--- src/sv/kmmrt_pkg.sv ---
// Shared types and constants for the keyed min/max range table.
// Used by kmmrt_cell and keyed_min_max_range_table; depends on nothing.
package kmmrt_pkg;

   // Table capacity: one cell per entry.
   localparam int ENTRIES = 32;

   localparam int KEY_W   = 32;
   localparam int VALUE_W = 64;

   // Request selector codes (req_tuser).
   localparam logic OP_RECORD = 1'b0;
   localparam logic OP_FLUSH  = 1'b1;

   // Response kind codes (rsp_tuser).
   localparam logic KIND_RANGE    = 1'b0;
   localparam logic KIND_OVERFLOW = 1'b1;

   // Contents of one table entry.
   typedef struct packed {
      logic                      valid;
      logic [KEY_W-1:0]          key;
      logic signed [VALUE_W-1:0] low;
      logic signed [VALUE_W-1:0] high;
   } entry_type;

   // Command broadcast from the controller to every cell.
   typedef struct packed {
      logic                      record;
      logic                      shift;
      logic                      any_hit;
      logic [KEY_W-1:0]          key;
      logic signed [VALUE_W-1:0] value;
   } cmd_type;

   localparam entry_type EMPTY_ENTRY = '{valid: 1'b0, key: '0, low: '0, high: '0};

endpackage

--- src/sv/kmmrt_cell.sv ---
// One cell of the range table chain: holds a single keyed range entry.
// Depends on kmmrt_pkg; instantiated in a row by keyed_min_max_range_table.
module kmmrt_cell (
   input  logic                 clock,
   input  logic                 reset,
   input  kmmrt_pkg::cmd_type   cmd,
   input  logic                 prev_valid,
   input  kmmrt_pkg::entry_type next_entry,
   output kmmrt_pkg::entry_type entry,
   output logic                 hit
);
   import kmmrt_pkg::*;

   logic                      valid_ff, valid_in;
   logic [KEY_W-1:0]          key_ff, key_in;
   logic signed [VALUE_W-1:0] low_ff, low_in;
   logic signed [VALUE_W-1:0] high_ff, high_in;

   // Match the broadcast key against the stored key
   assign hit = valid_ff && (key_ff == cmd.key);

   assign entry = '{valid: valid_ff, key: key_ff, low: low_ff, high: high_ff};

   // Shift toward the head on flush, widen on hit, allocate at the first free cell
   always_comb begin
      valid_in = valid_ff;
      key_in   = key_ff;
      low_in   = low_ff;
      high_in  = high_ff;
      if (cmd.shift) begin
         valid_in = next_entry.valid;
         key_in   = next_entry.key;
         low_in   = next_entry.low;
         high_in  = next_entry.high;
      end else if (cmd.record) begin
         if (hit) begin
            if (cmd.value < low_ff) begin
               low_in = cmd.value;
            end else if (cmd.value > high_ff) begin
               high_in = cmd.value;
            end
         end else if (!cmd.any_hit && !valid_ff && prev_valid) begin
            valid_in = 1'b1;
            key_in   = cmd.key;
            low_in   = cmd.value;
            high_in  = cmd.value;
         end
      end
   end

   // Hold the entry; only the valid bit is cleared by reset
   always_ff @(posedge clock) begin
      if (reset) begin
         valid_ff <= 1'b0;
      end else begin
         valid_ff <= valid_in;
      end
      key_ff  <= key_in;
      low_ff  <= low_in;
      high_ff <= high_in;
   end

endmodule

--- config.mk ---
export PLATFORM = sky130hd
export DESIGN_NAME = kmmrt_cell
export DESIGN_NICKNAME = d
export VERILOG_FILES = /design/src/sv/kmmrt_pkg.sv /design/src/sv/kmmrt_cell.sv
export SDC_FILE = /design/constraint.sdc
export NUM_CORES = 1
export LEC_CHECK = 0
export BUFFER_PORTS_ARGS = -buffer_cell sky130_fd_sc_hd__buf_2
export CAP_MARGIN = 20
export CELL_PAD_IN_SITES_DETAIL_PLACEMENT = 1
export CELL_PAD_IN_SITES_GLOBAL_PLACEMENT = 2
export CORE_ASPECT_RATIO = 1.1
export CORE_UTILIZATION = 26
export CTS_CLUSTER_SIZE = 20
export DETAILED_ROUTE_END_ITERATION = 6
export GPL_TIMING_DRIVEN = 0
export PLACE_DENSITY = 0.8
export RECOVER_POWER = 25
export SYNTH_ARGS = -nofsm -noshare
export SYNTH_HDL_FRONTEND = slang
export SYNTH_SLANG_ARGS = --single-unit
--- constraint.sdc ---
create_clock -name clock -period 7.3 [get_ports clock]
set_input_delay 1.095 -clock clock [delete_from_list [all_inputs] [get_ports clock]]
set_output_delay 1.095 -clock clock [all_outputs]
set_load 0.05 [all_outputs]
==> summary.txt <==
Status
  • Run status: finished clean

Floorplan
  • Core Area: 38470 um2
  • Chip width: about 190 um
  • Die height: 210.0 um
  • I/O Pins: ~430
  • Site Rows: 75
  • Initial Utilization: a little over a quarter
  • DIE AREA: 40140 um2

Drt
  • Detailed Routing Iterations Pass 1: 4
  • Final wirelength: 39720 um
  • Starting DRT DRC Count: around 260
  • Routed wire per std cell: around 20 um
  • Vias: between 9000 and 10000
  • Antenna Nets Post-Route: 0
  • DR vias/cell: 4.585
  • Residual DRC count: 0

Logic synthesis
  • Top FF cell, synth: edfxtp_1
  • Synth top area share: a little under half
  • Asr flop ratio synth: 0%
  • Cell area after synthesis: roughly 10000 um2
  • Syn Area/Cell: 9.714 um2
  • Post-Syn Nets: between 1000 and 1500
  • Seq/Total Area, Yosys: a little under half
  • Synth warn: 0
  • Post-synthesis cell count: between 1000 and 1500
  • Cell taking the most area after synthesis: edfxtp_1
  • Synth top area cells: edfxtp_1, ha_1, nand2_1
  • FF+latch count, synth: ~160
  • Yosys cell types: 41
  • EDFF count, synth: 160

CTS
  • Sink Count: 161
  • Hold-fix buffers, CTS: 0
  • Clock Latency Late Sink: about 0.45 ns
  • Post-CTS Resized: 0
  • CTS buffer count: 17
  • Post-CTS setup buffers: 0
  • CTS tree: built
  • Htree depth: 4
  • CTS Buffer Depth: 2
  • Clk slew on worst S/H paths: roughly 0.06 ns
  • Root buf cell: clkbuf_16

Setup path
  • CP cell instances: buf_2 -> ha_1 -> a21oi_1 -> o21ai_0 -> a221oi_1 -> nor4_1 -> o41ai_1 -> o211ai_2 -> mux2i_1 -> o31ai_4 -> buf_16 -> buf_8
  • Setup crit end: high_ff[26]
  • Worst R2R Start: low_ff[25]
  • WP data arrival: ~4.8 ns
  • CP peak stage delay: around 0.89 ns
  • Critical path's slowest cell: o31ai_4
  • Kind of critical path: in2reg
  • R2R Path End: high_ff[26]
  • Critical Path End Type: flip-flop
  • R2R cell count: 12
  • Max Fanout on Critical Path: 15
  • Critical Path RT: between 7 and 8 ns
  • Startpoint types: input pin
  • Register-to-Register Setup Slack: slightly above 3 ns
  • Critical Path Source: cmd[25]

Timing
  • Final number of setup-violating endpoints: 0
  • Slew margin rel.: a little under a third
  • Hold Slack: 0.5868 ns
  • Max Slew Vio Count: 0
  • Worst Slack Setup Final: approximately 2.7 ns
  • Slew @ Worst Pin: just over 1 ns
  • Skew final: roughly 0.010 ns
  • Setup TNS: 0 ns
  • Minimum clock period after layout: ~4.6 ns
  • Hold Vio Cnt, Final: 0
  • Fmax: around 220 MHz
  • RSZ-0062 raised after global routing: false
  • Fin crit share: between 60% and 70%

Cells and area
  • Commonest cells after routing, fill and taps aside: buf_2, nand2_1, edfxtp_1
  • Synthesis-to-finish area growth: 32.22%
  • Final #Nets: ~1900
  • Most common library cell in the layout ignoring fill and taps: buf_2
  • Fillers: approximately 4600
  • Layout cell share with drive strength beyond 1: between 20% and 30%

Global route
  • Initial antenna violation count: 10
  • Largest net degree at the start of global routing: 38
  • Global-route usage over all layers: about a fifth
  • Grt ovf: 0
  • Vias in the first global route: 10140
  • First-pass GRT wire length: between 50000 and 60000 um

Power
  • Cell leakage power: ~0.0065 uW
  • Power per cell area: 212.2 nW/um2
  • VDD IR max: 155.4 uV

Placement
  • GP Congestion: approximately 0.85
  • Dpl ws: 1.961 ns
  • Input/output buffers: 423
  • Detailed placement HPWL: 32850 um

Min path
  • Min-Delay Path Class: reg2reg

Run
  • Max Cap Viol: 0
-- sequential cells by signal (all words and copies together) (netlist names) --
| name | flops |
|---|---|
| low_ff | 64 |
| key_ff | 32 |
| valid_ff | 1 |
| high_ff | 64 |
-- worst max-delay path, delay by kind of cell --
family	cells	cell delay, ns
compound gates	6	2.40
fa+ha+maj	1	0.32
buf+inv	3	0.55
mux	1	0.27
simple gates	1	0.10
-- layout make-up --
class / count / area (um2) / share of cell area, %
clock buffers: 20 / 436.7 / 3.229
diodes: 5 / 12.51 / 0.09252
plain buffers: 26 / 101.3 / 0.7494
repair buffers: 428 / 2059 / 15.23
flip-flops and latches: 161 / 4825 / 35.67
clock inverters: 11 / 138.9 / 1.027
inverters: 132 / 495.5 / 3.664
well taps: 500 / 625.6 / 4.626
multi-input cells: 734 / 4830 / 35.71
-- through the flow --
step | utilization, % | std cells | total power (uW) | cell area [um2]
after global routing | 35.14 | 2015 | 3011 | 13520
after detailed placement | 34.01 | 1981 | 1981 | 13090
after CTS | 35.51 | 2012 | 2931 | 13660
after floorplan | - | 1053 | 1680 | 10230
final | 35.15 | 2017 | 2870 | 13520
after global placement | 33.73 | 1976 | 1958 | 12980
-- synth_stat cells (2+ instances only) --
cell and instances:
xor2_1 5, a221oi_1 3, nand2_1 296, a21oi_1 50, nor2b_1 2, xnor2_1 28, nor3_1 6, ha_1 127
a21o_1 8, a211oi_1 9, nand4_1 26, nor2_1 20, nand3_1 12, clkbuf_1 24, nor4_1 6, mux2_2 32
inv_1 132, and4_1 2, o21ai_0 18, edfxtp_1 160, nand2b_1 65, o211ai_1 3
-- worst min path at each step --
stage	startpoint	to	slack (ns)	cells after the start
2_1_floorplan	valid_ff	valid_ff	0.50	2
3_3_place_gp	valid_ff	valid_ff	0.58	2
3_5_place_dp	valid_ff	valid_ff	0.58	2
4_1_cts	valid_ff	valid_ff	0.59	2
5_1_grt	valid_ff	valid_ff	0.61	2
6_report	valid_ff	valid_ff	0.59	2
-- layer usage --
| layer | vias up | global-route usage (%) | wire, um |
|---|---|---|---|
| met4 | 6 | 6.267 | 849 |
| li1 | 4474 | - | - |
| met1 | 4424 | 21.37 | 15240 |
| met2 | 300 | 38.02 | 21180 |
| met3 | 44 | 4.878 | 2411 |
| met5 | - | 0 | 32 |
-- report_power, final --
part,switching [uW],internal [uW]
sequential,45.1,1110
clock,401,534
combinational,549,231
total,996,1870
-- cell families after synthesis --
kind of cell,share of synthesized area (%)
compound gates,5.872
xor+xnor,2.826
fa+ha+maj,15.54
buf+inv,5.835
flops,47.17
mux,3.621
simple gates,19.14
Power figures use the tool's default switching activity.
